--- config.mk ---
export PLATFORM = sky130hd
export DESIGN_NAME = olr_div
export DESIGN_NICKNAME = d
export VERILOG_FILES = /design/src/sv/olr_pkg.sv /design/src/sv/olr_div.sv
export SDC_FILE = /design/constraint.sdc
export NUM_CORES = 1
export LEC_CHECK = 0
export BUFFER_PORTS_ARGS = -buffer_cell sky130_fd_sc_hd__buf_2
export CORE_ASPECT_RATIO = 0.75
export CORE_UTILIZATION = 40
export CTS_CLUSTER_SIZE = 25
export DETAILED_ROUTE_END_ITERATION = 16
export RECOVER_POWER = 25
export SYNTH_ARGS = -nofsm -noshare
export SYNTH_HDL_FRONTEND = slang
export SYNTH_SLANG_ARGS = --single-unit
--- constraint.sdc ---
create_clock -name clk -period 5 [get_ports clk]
set_input_delay 0.5 -clock clk [delete_from_list [all_inputs] [get_ports clk]]
set_output_delay 0.5 -clock clk [all_outputs]
set_load 0.005 [all_outputs]
--- src/sv/olr_pkg.sv ---
// Shared types and constants of the oriented line rasterizer.
package olr_pkg;

    localparam int MAX_WIDTH   = 128;
    localparam int MAX_HEIGHT  = 64;
    localparam int STORE_DEPTH = 1024;
    localparam int ADDR_W      = 10;
    localparam int DVD_W       = 16;
    localparam int DVS_W       = 8;

    // Command codes.
    localparam logic [1:0] MODE_LINE   = 2'd0;
    localparam logic [1:0] MODE_READ   = 2'd1;
    localparam logic [1:0] MODE_CLEAR  = 2'd2;
    localparam logic [1:0] MODE_UNUSED = 2'd3;

    // Configuration register indexes.
    localparam logic [1:0] CFG_WIDTH  = 2'd0;
    localparam logic [1:0] CFG_HEIGHT = 2'd1;
    localparam logic [1:0] CFG_ORIENT = 2'd2;
    localparam logic [1:0] CFG_INVERT = 2'd3;

    // Orientation codes.
    localparam logic [1:0] ORI_LAND      = 2'd0;
    localparam logic [1:0] ORI_PORT      = 2'd1;
    localparam logic [1:0] ORI_LAND_INV  = 2'd2;
    localparam logic [1:0] ORI_PORT_INV  = 2'd3;

    typedef struct packed {
        logic              start;
        logic [DVD_W-1:0]  dividend;
        logic [DVS_W-1:0]  divisor;
    } div_req_t;

    typedef struct packed {
        logic              busy;
        logic              done;
        logic [DVD_W-1:0]  quotient;
    } div_rsp_t;

    typedef struct packed {
        logic              en;
        logic [ADDR_W-1:0] addr;
        logic [7:0]        data;
    } mem_wr_t;

endpackage

--- src/sv/olr_div.sv ---
// Shared restoring divider, one quotient bit per cycle.
module olr_div
(
    input  logic              clk,
    input  logic              rst_n,
    input  olr_pkg::div_req_t req,
    output olr_pkg::div_rsp_t rsp
);
    import olr_pkg::*;

    logic [DVD_W-1:0] dvd_reg;
    logic [DVS_W-1:0] dvs_reg;
    logic [DVS_W-1:0] rem_reg;
    logic [4:0]       cnt_reg;
    logic             busy_reg;
    logic             done_reg;
    logic [DVS_W:0]   shifted;
    logic [DVS_W:0]   diff;

    // Shift in the next dividend bit and trial-subtract the divisor.
    assign shifted = {rem_reg, dvd_reg[DVD_W-1]};
    assign diff    = shifted - {1'b0, dvs_reg};

    always_ff @(posedge clk or negedge rst_n)
    begin
        if (!rst_n)
        begin
            busy_reg <= 1'b0;
            done_reg <= 1'b0;
            cnt_reg  <= '0;
        end
        else
        begin
            done_reg <= 1'b0;
            if (req.start)
            begin
                busy_reg <= 1'b1;
                cnt_reg  <= 5'(DVD_W);
            end
            else if (busy_reg)
            begin
                cnt_reg <= cnt_reg - 5'd1;
                if (cnt_reg == 5'd1)
                begin
                    busy_reg <= 1'b0;
                    done_reg <= 1'b1;
                end
            end
        end
    end

    // Datapath registers carry no reset.
    always_ff @(posedge clk)
    begin
        if (req.start)
        begin
            dvd_reg <= req.dividend;
            dvs_reg <= req.divisor;
            rem_reg <= '0;
        end
        else if (busy_reg)
        begin
            if (!diff[DVS_W])
            begin
                rem_reg <= diff[DVS_W-1:0];
                dvd_reg <= {dvd_reg[DVD_W-2:0], 1'b1};
            end
            else
            begin
                rem_reg <= shifted[DVS_W-1:0];
                dvd_reg <= {dvd_reg[DVD_W-2:0], 1'b0};
            end
        end
    end

    assign rsp.busy     = busy_reg;
    assign rsp.done     = done_reg;
    assign rsp.quotient = dvd_reg;

endmodule

# == Word level (Yosys, flattened, before mapping) ==
# Index checks and enable logic that the tools add are counted.
# Widths: inputs -> output; s select.
# totals
register_bits,39
mem_bits_rw,0
inputBits,27
memories,0
romBits,0
latchBits,0
# op_classes
div,0
shifts,0
bitwise_logic,0
mux,12
order_cmp,0
n_mul,0
n_addsub,2
eq_ne,1
reduce_logical,1
# op_table
operator,count
$mux 16,2
$mux 5,2
$sub 9x8->9,1
$mux 8,1
$mux 1,7
$eq 5x1->1 const B,1
$sub 5x1->5 const B,1
$reduce_bool 2->1,1

# == Depth between registers and ports, before layout ==
# depth
depth_word,4
mapped_depth,9
mapped_depth_nobuf,8

# == Worst setup path before layout ==
# Ideal clock, no wire load.
# synth_timing
path_type,reg2reg
from,register dvd_reg[15]
to,register rem_reg[5]
synth_period_minus_slack_ns,2.442
required_time_ns,4.912
path_buffers,0
setup_slack_ns,2.558
arrival_time_ns,2.354
setup_ns,0.088
path_stages_with_launch,9
cell_sequence,edfxtp_1 > inv_1 > ha_1 > fa_1 > nand2b_1 > a211o_1 > a221o_1 > or3b_1 > a311oi_2
# synth_between
elab_chain_cells,2
# synth_lines
item,line,rtl
"start, declared",olr_div.sv:11,logic [DVD_W-1:0] dvd_reg;
"start signal, assigned",olr_div.sv:57,dvd_reg <= req.dividend;
"start signal, assigned",olr_div.sv:66,"dvd_reg <= {dvd_reg[DVD_W-2:0], 1'b1};"
"start signal, assigned",olr_div.sv:71,"dvd_reg <= {dvd_reg[DVD_W-2:0], 1'b0};"
$sub 9x8->9,olr_div.sv:22,"assign diff = shifted - {1'b0, dvs_reg};"
$mux 8,olr_div.sv:63,if (!diff[DVS_W])
"end signal, assigned",olr_div.sv:65,rem_reg <= diff[DVS_W-1:0];
"end signal, assigned",olr_div.sv:70,rem_reg <= shifted[DVS_W-1:0];
"end, declared",olr_div.sv:13,logic [DVS_W-1:0] rem_reg;
# Every way passes these cells.
# A chain may end at the register's enable or synchronous reset.

# == Worst setup path after layout ==
# Ends and elaborated chain as after synthesis.

==> reports/qor.csv <==
stage,metric,value,unit
sta,final hold vios,0,
synthesis,mux cell area share after synthesis,10.8,%
sta,worst-margin pin slew,2.09,ns
die,Die X,84.5,µm
global_route,largest net degree at the start of global routing,45,
global_route,Global Route met3 Usage,4.13,%
synthesis,Post-Synth Adder-Cell Area,7.10,%
synthesis,number of flops mapped to enable cells by yosys,24,
worst_setup_path,peak per-stage delay on the critical path,0.50,ns
sta,Hold WS,0.0878,ns
worst_setup_path,Setup crit end kind,flip-flop,
synthesis,syn avg cell area,11.3,µm²
worst_setup_path,startpoint type of the worst setup path,flip-flop,
synthesis,share of flip-flops with an asynchronous set or reset,17.9,%
worst_setup_path,crit-path max FO,13,
power,power density cells,402,nW/µm²
sta,clk_skew,0.00705,ns
sta,RSZ-0062 raised after global routing,false,
global_route,GR Overflow Total,0,
worst_setup_path,crit-path leading delay family,compound AO/OA/AOI/OAI gates,
clocking,post-CTS setup buffers,0,
sta,final period utilization,54.9,%
global_route,GR met1 Demand/Resource,20.0,%
global_route,antenna violations before repair,0,
routing,initial drt markers,82,
sta,min Tclk post-route,2.75,ns
sta,relative slew slack,-39.3,%
global_route,number of global-route vias before repair,1329,
synthesis,Yosys reg bits,39,
clocking,CTS tree,built,
cells_and_area,Area Growth Syn to Fin,15.9,%
die,I/O pin count,45,
clocking,CTS H-tree depth,2,
synthesis,register area share after synthesis,51.7,%
global_route,met2 track demand over resource,21.3,%
routing,DRT Wirelength,3.55,mm
die,Initial Utilization,41.7,%
die,Core Region,4900,µm²
routing,mean routed wirelength per cell,12.5,µm
global_route,GR Util All Layers,14.5,%
global_route,first-pass GRT wire length,6.07,mm
clocking,clock slew at reported path FFs,0.08,ns
synthesis,xor and xnor area share after synthesis,3.00,%
worst_setup_path,crit path DAT,2.93,ns
cells_and_area,max reg flops,16,
power,peak supply drop,0.190,mV
sta,setup violators final,0,
worst_setup_path,required time of the critical path,5.19,ns
synthesis,"Top FF cell, synth",edfxtp_1,
clocking,number of clock sinks,39,
synthesis,Post-Syn Area,2040,µm²
power,Tot Pwr,0.000951,W
placed_design,port bufs,44,
clocking,clock buffer depth,2,
synthesis,Compound-Gate Fraction of Synth Area,10.8,%
worst_setup_path,"Slowest-stage cell, CP",a221o_1,
run_status,run status,finished with violations,
synthesis,post-synthesis simple-gate area fraction,11.5,%
power,P_leak,1.02,nW
placed_design,gpl congestion,0.803,
sta,fmax,0.364,GHz
run_status,violated checks,"max-capacitance violations, max-slew violations",
cells_and_area,number of antenna diodes,0,
clocking,Clock Root Buffer,clkbuf_8,
synthesis,Unique masters post-synth,41,
clocking,clk_lat worst skew,0.29,ns
die,chip height,63.9,µm
clocking,Post-CTS Resized,0,
hold_path,Worst Hold Class,primary input to asynchronous set/reset pin,
cells_and_area,layout net count,260,
placed_design,DP HPWL,2.45,mm
worst_setup_path,Crit Path Class,flip-flop to flip-flop,
synthesis,largest family of logic cells by synthesized area,simple AND/OR/NAND/NOR gates,
die,row count,22,
routing,vias per cell,5.02,
clocking,CTS Hold Bufs,0,
worst_setup_path,critical path cell sequence,inv_1 > ha_1 > fa_1 > nand2b_1 > a211o_1 > a221o_1 > or3b_1 > a311oi_2,
routing,post-route ant nets,0,
sta,Final TNS setup,0,ns
routing,via count,1422,
sta,max-slew violations,45,
cells_and_area,Layout fillers,458,
routing,# DRC,0,
worst_setup_path,WP buf/inv,1,
synthesis,Mapped Cells,181,
clocking,total CTS buffers,5,
cells_and_area,share of layout cells above drive strength 1,29.1,%
die,die area,5400,µm²
routing,drt first pass iters,4,
synthesis,Post-Synthesis Net Count,219,
flow_run,max-cap viol count,1,
synthesis,Yosys warnings,0,
global_route,Top Usage Layer GRT,met2,
[metrics by stage]
| stage | area (µm²) | cells | setup slack (ns) | util (%) |
|---|---|---|---|---|
| final | 2370 | 283 | 2.25 | 48.3 |
| after global routing | 2370 | 283 | 2.09 | 48.3 |
| after CTS | 2370 | 283 | 2.25 | 48.4 |
| after detailed placement | 2290 | 275 | 2.28 | 46.8 |
| after global placement | 2290 | 275 | 2.32 | 46.8 |
| after floorplan | 2040 | 181 | 2.56 | - |
[worst register-to-register path: stages, from the launching register on]
cell      delay (ns)
edfxtp_1        0.35
inv_1           0.05
ha_1            0.21
fa_1            0.40
nand2b_1        0.20
a211o_1         0.26
a221o_1         0.50
or3b_1          0.45
a311oi_2        0.23
[worst paths after layout]
| kind | startpoint | to | slack (ns) | cells after the start |
|---|---|---|---|---|
| setup / recovery | dvd_reg[15] | rem_reg[5] | 2.25 | 8 |
| hold reg to reg | rem_reg[5] | rem_reg[6] | 0.51 | 2 |
| min in group clk | req[0] | dvs_reg[0] | 0.38 | 1 |
| hold / removal | rst_n | done_reg | 0.09 | 1 |
| setup reg to reg | dvd_reg[15] | rem_reg[5] | 2.25 | 8 |
| max in group asynchronous | rst_n | cnt_reg[2] | 4.65 | 1 |
[synth_stat cells, drive strengths merged, types with 5 or more instances]
cell type | instances | area share, %
dfrtp | 7 | 8.6
buf | 6 | 1.6
inv | 15 | 2.8
ha | 10 | 6.1
dfxtp | 8 | 7.8
a211oi | 6 | 2.2
edfxtp | 24 | 35
a21oi | 8 | 2.0
mux2 | 16 | 8.8
nand2 | 10 | 1.8
nor2 | 19 | 3.5
nor3 | 5 | 1.2
[metal layers]
metal  wire [µm]  up-vias
met5           0        -
met4          54        0
met3         140        6
met2        1480       31
met1        1870      657
li1            -      728
[cells by family (layout without fill, tap and decap cells)]
group	Yosys count	after routing
compound gates	31	31
xor+xnor	7	7
fa+ha+maj	11	11
buf+inv	25	67
flops	39	39
mux	20	20
simple gates	48	48
[cells in the final DEF (no fill, tap or decap), types with 2 or more instances in the layout]
| cell type | instances |
|---|---|
| ha_1 | 10 |
| xnor2_1 | 4 |
| nor2_1 | 19 |
| dfxtp_1 | 8 |
| inv_1 | 15 |
| dfrtp_1 | 7 |
| clkbuf_8 | 5 |
| xor2_1 | 3 |
| o21ai_0 | 4 |
| nand2b_1 | 4 |
| clkbuf_1 | 6 |
| a211oi_1 | 6 |
| a21o_1 | 3 |
| buf_2 | 41 |
| nor3_1 | 5 |
| a21oi_1 | 8 |
| mux2_2 | 16 |
| nor2b_1 | 2 |
| edfxtp_1 | 24 |
| mux2i_1 | 4 |
| nand2_1 | 10 |
[where the power goes]
part | switching, W | internal, W | leakage [nW]
Combinational | 0.000144 | 0.000145 | 0.581
Clock | 0.000108 | 0.0000993 | 0.0395
Sequential | 0.0000456 | 0.000410 | 0.398
Total | 0.000297 | 0.000655 | 1.02
[final cells by class]
cell class / instances / area [µm²] / area share [%]
repair buffers: 44 / 216 / 9.14
inverters: 15 / 56.3 / 2.38
multi-input cells: 117 / 883 / 37.3
flip-flops and latches: 39 / 1060 / 44.6
clock buffers: 8 / 80.1 / 3.38
well taps: 60 / 75.1 / 3.17
No activity file was read; power rests on OpenSTA's default activity.
